===== config.mk =====
export PLATFORM = sky130hd
export DESIGN_NAME = tts_decode
export DESIGN_NICKNAME = d
export VERILOG_FILES = /design/src/rtl/core/tts_pkg.sv /design/src/rtl/core/tts_decode.sv
export SDC_FILE = /design/constraint.sdc
export NUM_CORES = 1
export LEC_CHECK = 0
export ABC_CLOCK_PERIOD_IN_PS = 4700
export BUFFER_PORTS_ARGS = -buffer_cell sky130_fd_sc_hd__buf_2
export CORE_AREA = 3 3 80 82
export DETAILED_ROUTE_END_ITERATION = 10
export DIE_AREA = 0 0 83 85
export MAX_ROUTING_LAYER = met4
export PLACE_DENSITY_LB_ADDON = 0.12
export SLEW_MARGIN = 30
export SYNTH_ARGS = -nofsm -noshare
export SYNTH_HDL_FRONTEND = slang
export SYNTH_SLANG_ARGS = --single-unit

===== constraint.sdc =====
create_clock -name vclk -period 4.7
set_clock_uncertainty 0.1 [all_clocks]
set_input_delay 0.705 -clock vclk [all_inputs]
set_output_delay 0.705 -clock vclk [all_outputs]
set_load 0.005 [all_outputs]

===== src/rtl/core/tts_pkg.sv =====
// Shared types and constants of the text terminal screen controller.
// No dependencies; imported by tts_decode and text_terminal_screen_controller.
`default_nettype none

package tts_pkg;

  // Default screen geometry
  localparam int COLUMNS_DEF = 80;
  localparam int ROWS_DEF    = 24;

  // Character codes
  localparam logic [6:0] CH_BS    = 7'o010;
  localparam logic [6:0] CH_HT    = 7'o011;
  localparam logic [6:0] CH_LF    = 7'o012;
  localparam logic [6:0] CH_CR    = 7'o015;
  localparam logic [6:0] CH_ESC   = 7'o033;
  localparam logic [6:0] CH_SPACE = 7'o040;
  localparam logic [6:0] CH_SLASH = 7'o057;
  localparam logic [6:0] CH_GFX0  = 7'o136;
  localparam logic [6:0] CH_GFX1  = 7'o137;
  localparam logic [6:0] CH_DEL   = 7'o177;
  localparam logic [6:0] CH_A     = 7'h41;
  localparam logic [6:0] CH_B     = 7'h42;
  localparam logic [6:0] CH_C     = 7'h43;
  localparam logic [6:0] CH_D     = 7'h44;
  localparam logic [6:0] CH_F     = 7'h46;
  localparam logic [6:0] CH_G     = 7'h47;
  localparam logic [6:0] CH_H     = 7'h48;
  localparam logic [6:0] CH_I     = 7'h49;
  localparam logic [6:0] CH_J     = 7'h4A;
  localparam logic [6:0] CH_K     = 7'h4B;
  localparam logic [6:0] CH_Y     = 7'h59;
  localparam logic [6:0] CH_Z     = 7'h5A;

  // Tab stop spacing
  localparam logic [6:0] TAB_STEP = 7'd8;

  // Direct addressing phases
  localparam logic [1:0] PH_NONE = 2'd0;
  localparam logic [1:0] PH_ROW  = 2'd1;
  localparam logic [1:0] PH_COL  = 2'd2;

  // Screen store operations requested by the decoder
  localparam logic [1:0] OP_NONE      = 2'd0;
  localparam logic [1:0] OP_FILL      = 2'd1;
  localparam logic [1:0] OP_SCROLL_UP = 2'd2;
  localparam logic [1:0] OP_SCROLL_DN = 2'd3;

  typedef struct packed {
    logic       kind;
    logic [6:0] char_code;
    logic [4:0] read_row;
    logic [6:0] read_col;
  } in_word_t;

  typedef struct packed {
    logic       reply_valid;
    logic [6:0] reply_byte;
    logic [6:0] cell_value;
    logic [6:0] cursor_col;
    logic [4:0] cursor_row;
    logic       last;
  } out_word_t;

  // Terminal state as seen by the decoder
  typedef struct packed {
    logic [6:0] col;
    logic [4:0] row;
    logic       esc;
    logic [1:0] phase;
    logic [6:0] prow;
    logic       gfx;
  } term_t;

  // Decoder verdict for one received character
  typedef struct packed {
    term_t      nxt;
    logic       wr_en;
    logic [6:0] wr_val;
    logic [1:0] op;
    logic [4:0] end_row;
    logic       ident;
  } act_t;

endpackage

`default_nettype wire


===== src/rtl/core/tts_decode.sv =====
// Character decoder: next cursor and escape state, plus store action.
// Depends on tts_pkg; purely combinational.
`default_nettype none

module tts_decode #(
  parameter int COLUMNS = tts_pkg::COLUMNS_DEF,
  parameter int ROWS    = tts_pkg::ROWS_DEF
) (
  input  wire logic [6:0]     char_code,
  input  wire tts_pkg::term_t cur,
  output tts_pkg::act_t       act
);
  import tts_pkg::*;

  localparam logic [6:0] LAST_COL = 7'(COLUMNS - 1);
  localparam logic [6:0] TAB_EDGE = 7'(COLUMNS - 8);
  localparam logic [4:0] LAST_ROW = 5'(ROWS - 1);

  logic [7:0] col_off;

  // Column byte of direct addressing, offset by space
  assign col_off = {1'b0, char_code} - {1'b0, CH_SPACE};

  always_comb begin
    act         = '0;
    act.nxt     = cur;
    act.wr_val  = char_code;
    act.op      = OP_NONE;
    act.end_row = cur.row;

    priority if (cur.phase == PH_ROW) begin
      act.nxt.prow  = char_code - CH_SPACE;
      act.nxt.phase = PH_COL;
    end else if (cur.phase == PH_COL) begin
      if ({1'b0, cur.prow} < 8'(ROWS)) begin
        act.nxt.row = cur.prow[4:0];
      end
      // clamp the column byte to the screen
      if (char_code < CH_SPACE) begin
        act.nxt.col = '0;
      end else if (col_off >= 8'(COLUMNS)) begin
        act.nxt.col = LAST_COL;
      end else begin
        act.nxt.col = col_off[6:0];
      end
      act.nxt.phase = PH_NONE;
    end else if (cur.esc) begin
      act.nxt.esc = 1'b0;
      unique case (char_code)
        CH_A: if (cur.row != '0) act.nxt.row = cur.row - 5'd1;
        CH_B: if (cur.row != LAST_ROW) act.nxt.row = cur.row + 5'd1;
        CH_C: if (cur.col != LAST_COL) act.nxt.col = cur.col + 7'd1;
        CH_D: if (cur.col != '0) act.nxt.col = cur.col - 7'd1;
        CH_I: begin
          if (cur.row == '0) act.op = OP_SCROLL_DN;
          else act.nxt.row = cur.row - 5'd1;
        end
        CH_H: begin
          act.nxt.row = '0;
          act.nxt.col = '0;
        end
        CH_K: begin
          act.op      = OP_FILL;
          act.end_row = cur.row;
        end
        CH_J: begin
          act.op      = OP_FILL;
          act.end_row = LAST_ROW;
        end
        CH_Y: act.nxt.phase = PH_ROW;
        CH_Z: act.ident = 1'b1;
        CH_F: act.nxt.gfx = 1'b1;
        CH_G: act.nxt.gfx = 1'b0;
        default: ;
      endcase
    end else if (char_code >= CH_SPACE) begin
      // printable: write at cursor, graphics remap of the top codes
      if (char_code != CH_DEL) begin
        act.wr_en = 1'b1;
        if (cur.gfx && char_code >= CH_GFX0) begin
          act.wr_val = (char_code == CH_GFX0) ? 7'd0 : char_code - CH_GFX1;
        end
        if (cur.col != LAST_COL) act.nxt.col = cur.col + 7'd1;
      end
    end else begin
      unique case (char_code)
        CH_HT: begin
          if (cur.col >= TAB_EDGE) begin
            if (cur.col != LAST_COL) act.nxt.col = cur.col + 7'd1;
          end else begin
            act.nxt.col = {cur.col[6:3] + 4'd1, 3'b000};
          end
        end
        CH_LF: begin
          if (cur.row == LAST_ROW) act.op = OP_SCROLL_UP;
          else act.nxt.row = cur.row + 5'd1;
        end
        CH_CR:  act.nxt.col = '0;
        CH_BS:  if (cur.col != '0) act.nxt.col = cur.col - 7'd1;
        CH_ESC: act.nxt.esc = 1'b1;
        default: ;
      endcase
    end
  end

endmodule

`default_nettype wire

==> results of run 1 <==
-- area by class of cell --
type / instances / area share
multi-input combinational: 352 / 0.8183
tap: 75 / 0.03341
inverter: 17 / 0.02272
timing repair buffer: 70 / 0.1256
-- cell usage in the layout (no fill, tap or decap), types with 5 or more instances in the layout --
master,netlist,final
nor3_1,9,9
nand4_1,12,12
o211ai_1,11,11
nand2_1,49,49
a31oi_1,7,7
xnor2_1,8,8
nor2_1,33,33
ha_1,15,15
o21ai_0,32,32
buf_2,14,69
o21ai_1,7,7
a211oi_1,6,6
a21oi_1,23,23
nand3_1,22,22
and3_1,11,11
inv_1,16,16
nor2b_1,5,5
-- worst max-delay path by stage --
stage / start / end / slack [ns] / cells after the start
global placement: cur[16] / act[37] / 0.95 / 9
finish: cur[16] / act[34] / 0.85 / 9
CTS: cur[16] / act[37] / 0.94 / 9
detailed placement: cur[16] / act[37] / 0.97 / 9
floorplan: cur[19] / act[37] / 1.62 / 9
global route: cur[16] / act[34] / 0.78 / 9
-- metal layers --
layer  up-vias  track usage  wire length (microns)
met1      1567       0.3841                   4485
met3        13      0.01262                    666
met5         -            -                      0
met4         0      0.04160                    153
met2       153       0.4118                   4297
li1       1592            -                      -
-- synthesized netlist by cell type (5+ instances only) --
cell type / instances
o21ai_1: 7
inv_1: 16
and3_1: 11
nand4_1: 12
a21oi_1: 23
o21ai_0: 32
o211ai_1: 11
nor3_1: 9
a31oi_1: 7
buf_2: 14
nand3_1: 22
nor2b_1: 5
nor2_1: 33
ha_1: 15
nand2_1: 49
xnor2_1: 8
a211oi_1: 6
clkbuf_1: 13
-- per-stage QoR --
step | worst slack (ns) | cells | hold slack [ns] | power (uW)
6_report | 0.8503 | 514 | 1.597 | 220.2
4_1_cts | 0.9410 | 514 | 1.599 | 216.4
2_1_floorplan | 1.618 | 402 | 1.398 | 139.6
3_5_place_dp | 0.9726 | 514 | 1.598 | 215.2
3_3_place_gp | 0.9529 | 514 | 1.600 | 216.6
5_1_grt | 0.7801 | 514 | 1.649 | 241.2
-- where the power goes --
group / internal (uW) / total (uW) / switching [uW] / leakage [uW]
Clock: 0 / 0 / 0 / 0
Sequential: 0 / 0 / 0 / 0
Combinational: 82.2 / 220 / 138 / 0.00114
Total: 82.2 / 220 / 138 / 0.00114
-- kinds of logic (layout without fill, tap and decap cells) --
| kind of cell | after synthesis | in the layout | synth area share |
|---|---|---|---|
| compound gates | 138 | 138 | 0.3663 |
| xor+xnor | 13 | 13 | 0.04776 |
| mux | 4 | 4 | 0.01723 |
| fa+ha+maj | 15 | 15 | 0.07386 |
| simple gates | 182 | 182 | 0.3993 |
| buf+inv | 50 | 87 | 0.09552 |
-- worst min-delay path, delay by kind of cell --
kind | cells | cell delay [ns]
compound gates | 1 | 0.05
buf+inv | 2 | 0.19
simple gates | 1 | 0.04
==> impl_metrics.toml, run 1 <==
[routing]
drt-total-wl_microns = 9603
drtIter0Drc = 306
vias_per_cell = 6.469
drc = 0
ant_nets = 0
drtPass1Iterations = 5
routedWlPerCell_microns = 18.68
vias = 3325

[synthesis]
syn_area_sq_mm = 0.002541
ys_types = 78
syn-num-nets = 447
ys_seq_area_frac = 0
synth_top_area_share = 0.07386
yosysTopAreaCell = "ha_1"
syn_inst = 402
ys_warn_count = 0
syn_area_per_cell_sq_um = 6.321
synth.area.top_cells = "ha_1 (7.4%), nand2_1 (7.2%), o21ai_0 (6.3%), nor2_1 (4.9%), a21oi_1 (4.5%)"

[sta]
min_period_ns = 3.850
fmax_ghz = 0.2598
tns_ns = 0
tightest_slew_ns = 0.7813
period_share = 0.8191
rsz0062_at_grt = "false"
hold_viol = 0
slew_headroom = 0.4776
setup_viol = 0
finalMaxSlewViolations = 0

[worst_setup_path]
cpMostUsedCell = "buf_2"
crit_type = "input port to output port"
critical_path_arrival_ns = 3.04
crit_family = "simple AND/OR/NAND/NOR gates"
cp.buffers_inverters = 3
worstPathCellList = "buf_2 -> inv_1 -> ha_1 -> nand4_1 -> nand3_1 -> o21ai_0 -> a221oi_1 -> o311ai_1 -> buf_2"
end_kind = "output port"
start_kind = "input port"
required_ns = 3.89
slowest_stage = "nand4_1"
cp_max_fo = 14
crit_path_max_incr_delay_ns = 0.56

[die]
die_y_microns = 85
die-area_sq_mm = 0.007055
ios = 69
start_util = 0.4370
dieWidth_microns = 83
coreArea_sq_mm = 0.005816
rows = 28

[layout]
multi_input_area_sq_mm = 0.002298
final_nets = 486
design_area_sq_mm = 0.002809
n_antenna_cell = 0
seq_area_sq_um = 0
fin_util = 0.4830
nClkBuffers = 0
nFillCells = 660
drive_gt1_frac = 0.2210
area_growth_pct = 10.54
nFlopsAndLatches = 0

[placement]
gp_congestion = 1.035
placed_cell_area_sq_mm = 0.002809
place_hpwl_microns = 7366
io_buffers = 69

[global_route]
grt_pass1_vias = 2912
overflow = 0
grt_max_degree = 20
grt_util_all_layers = 0.2643
grt_pass1_wl_microns = 15390
antenna_found_initial = 0

[status]
outcome = "complete, no violations"

[power_and_ir_drop]
powerDensity_mw_per_mm2 = 78.41
ir_worst_vdd_mv = 0.05064
p_leak_uw = 0.001145

[cts]
cts_hold_buf = 0
cts_resized = 0
cts_setup_buffers = 0

[hold_path]
hold-path-endpoint = "act[23]"
whs_path_depth = 4
hp-start = "cur[7]"
hold_class = "input port to output port"

[run]
cap_violations = 0
Power figures use the tool's default switching activity.
==> run 2, diff against run 1 <==
--- a/config.mk
+++ b/config.mk
@@ -5,7 +5,7 @@
 export SDC_FILE = /design/constraint.sdc
 export NUM_CORES = 1
 export LEC_CHECK = 0
-export ABC_CLOCK_PERIOD_IN_PS = 4700
+export ABC_CLOCK_PERIOD_IN_PS = 3100
 export BUFFER_PORTS_ARGS = -buffer_cell sky130_fd_sc_hd__buf_2
 export CORE_AREA = 3 3 80 82
 export DETAILED_ROUTE_END_ITERATION = 10
==> constraint.sdc (replaced) <==
create_clock -name vclk -period 3.1
set_clock_uncertainty 0.1 [all_clocks]
set_input_delay 0.465 -clock vclk [all_inputs]
set_output_delay 0.465 -clock vclk [all_outputs]
set_load 0.005 [all_outputs]
==> run 2 against run 1 <==
Against the previous run:
- first-iteration DRC count up 63%
- highest routed layer unchanged
- critical endpoint is now act[37]
- die area stayed put
- largest power group unchanged
- sequential share of layout area stayed put
==> impl_metrics.toml, run 2 (synthesized netlist as in run 1, its figures left out) <==
[worst_setup_path]
crit_path_max_incr_delay_ns = 0.38
start_kind = "input port"
crit_path_start = "cur[19]"
end_kind = "output port"
critical_path_arrival_ns = 2.46
path_depth = 10
cp_max_fo = 6
crit_family = "compound AO/OA/AOI/OAI gates"
cp.buffers_inverters = 3
required_ns = 2.53
worstPathCellList = "buf_2 -> inv_1 -> ha_1 -> nor4b_1 -> xor2_1 -> nand4_1 -> a41oi_1 -> a211o_1 -> a211o_1 -> buf_2"
crit_type = "input port to output port"
slowest_stage = "nor4b_1"

[sta]
setup_viol = 0
timing.final.ws_setup_ns = 0.07702
min_period_ns = 3.023
rsz0062_at_grt = "false"
fmax_ghz = 0.3308
tns_ns = 0
tightest_slew_ns = 0.4976
hold_viol = 0
slew_headroom = 0.6660
period_share = 0.9752
finalMaxSlewViolations = 0
whs_ns = 1.110

[layout]
nFillCells = 632
n_antenna_cell = 0
multi_input_area_sq_mm = 0.002306
nFlopsAndLatches = 0
nClkBuffers = 0
final_nets = 519
layout_common_cells = "buf_2 (69), nand2_1 (49), nor2_1 (33), buf_4 (33), o21ai_0 (32)"
area_growth_pct = 21.07
seq_area_sq_um = 0
drive_gt1_frac = 0.2797
final_cells = 547
mostFrequentLayoutCell = "buf_2"

[placement]
post-place-ws_ns = 0.1538
gp_congestion = 1.104
placedCellCount = 546
io_buffers = 69
place_hpwl_microns = 7676

[routing]
vias_per_cell = 6.294
drtIter0Drc = 499
routedWlPerCell_microns = 17.89
drc = 0
vias = 3443
drtPass1Iterations = 5
drt-total-wl_microns = 9785
ant_nets = 0

[cts]
cts_hold_buf = 0

[die]
dieWidth_microns = 83
ios = 69
coreArea_sq_mm = 0.005816
die-area_sq_mm = 0.007055
rows = 28
start_util = 0.4370
die_y_microns = 85

[global_route]
grt_max_degree = 19
grt_pass1_vias = 3046
grt_pass1_wl_microns = 15840
grt_util_all_layers = 0.2716
overflow = 0
antenna_found_initial = 0

[status]
outcome = "complete, no violations"

[power_and_ir_drop]
p_leak_uw = 0.001311
ir_worst_vdd_mv = 0.05770
powerDensity_mw_per_mm2 = 117.2

[hold_path]
whs_path_depth = 4
hold_class = "input port to output port"
hp-start = "cur[6]"

[run]
cap_violations = 0
## run 2: cell count changes in the layout (fill, tap and decap cells not counted)
cell	delta
buf_4	+32
buf_12	+1
ha_1	-1
ha_2	+1
nor3_1	-1
nor3_2	+1
## run 2: report_power, final
group	switching (uW)	internal, uW	total (uW)	leakage (uW)
Sequential	0	0	0	0
Clock	0	0	0	0
Combinational	213	147	361	0.00131
## run 2: stage by stage
step / total power (uW) / utilization / area (sq um)
after floorplan: 211.6 / - / 2541
after global placement: 353.1 / 0.5265 / 3062
after detailed placement: 351.8 / 0.5265 / 3062
after CTS: 353.8 / 0.5265 / 3062
after global routing: 396.9 / 0.5290 / 3077
final: 360.6 / 0.5290 / 3077
## run 2: per-layer routing
metal	wire (microns)	vias up	share of wire	GRT usage
li1	-	1661	-	-
met1	4268	1564	0.44	0.3772
met2	4463	199	0.46	0.4380
met3	906	19	0.093	0.02524
met4	148	0	0.015	0.03863
met5	0	-	0	-
## run 2: repair_timing
item                       in CTS  in global routing
resized for setup               0                  2
setup endpoints to repair       0                  5
setup buffers                   0                  1
## run 2: path summary, 6_finish.rpt
check,endpoint
max,act[37]
min,act[22]
## run 2: layout make-up
type	count	area share
inverter	17	0.02074
timing repair buffer	103	0.1993
tap	75	0.03050
multi-input combinational	352	0.7495
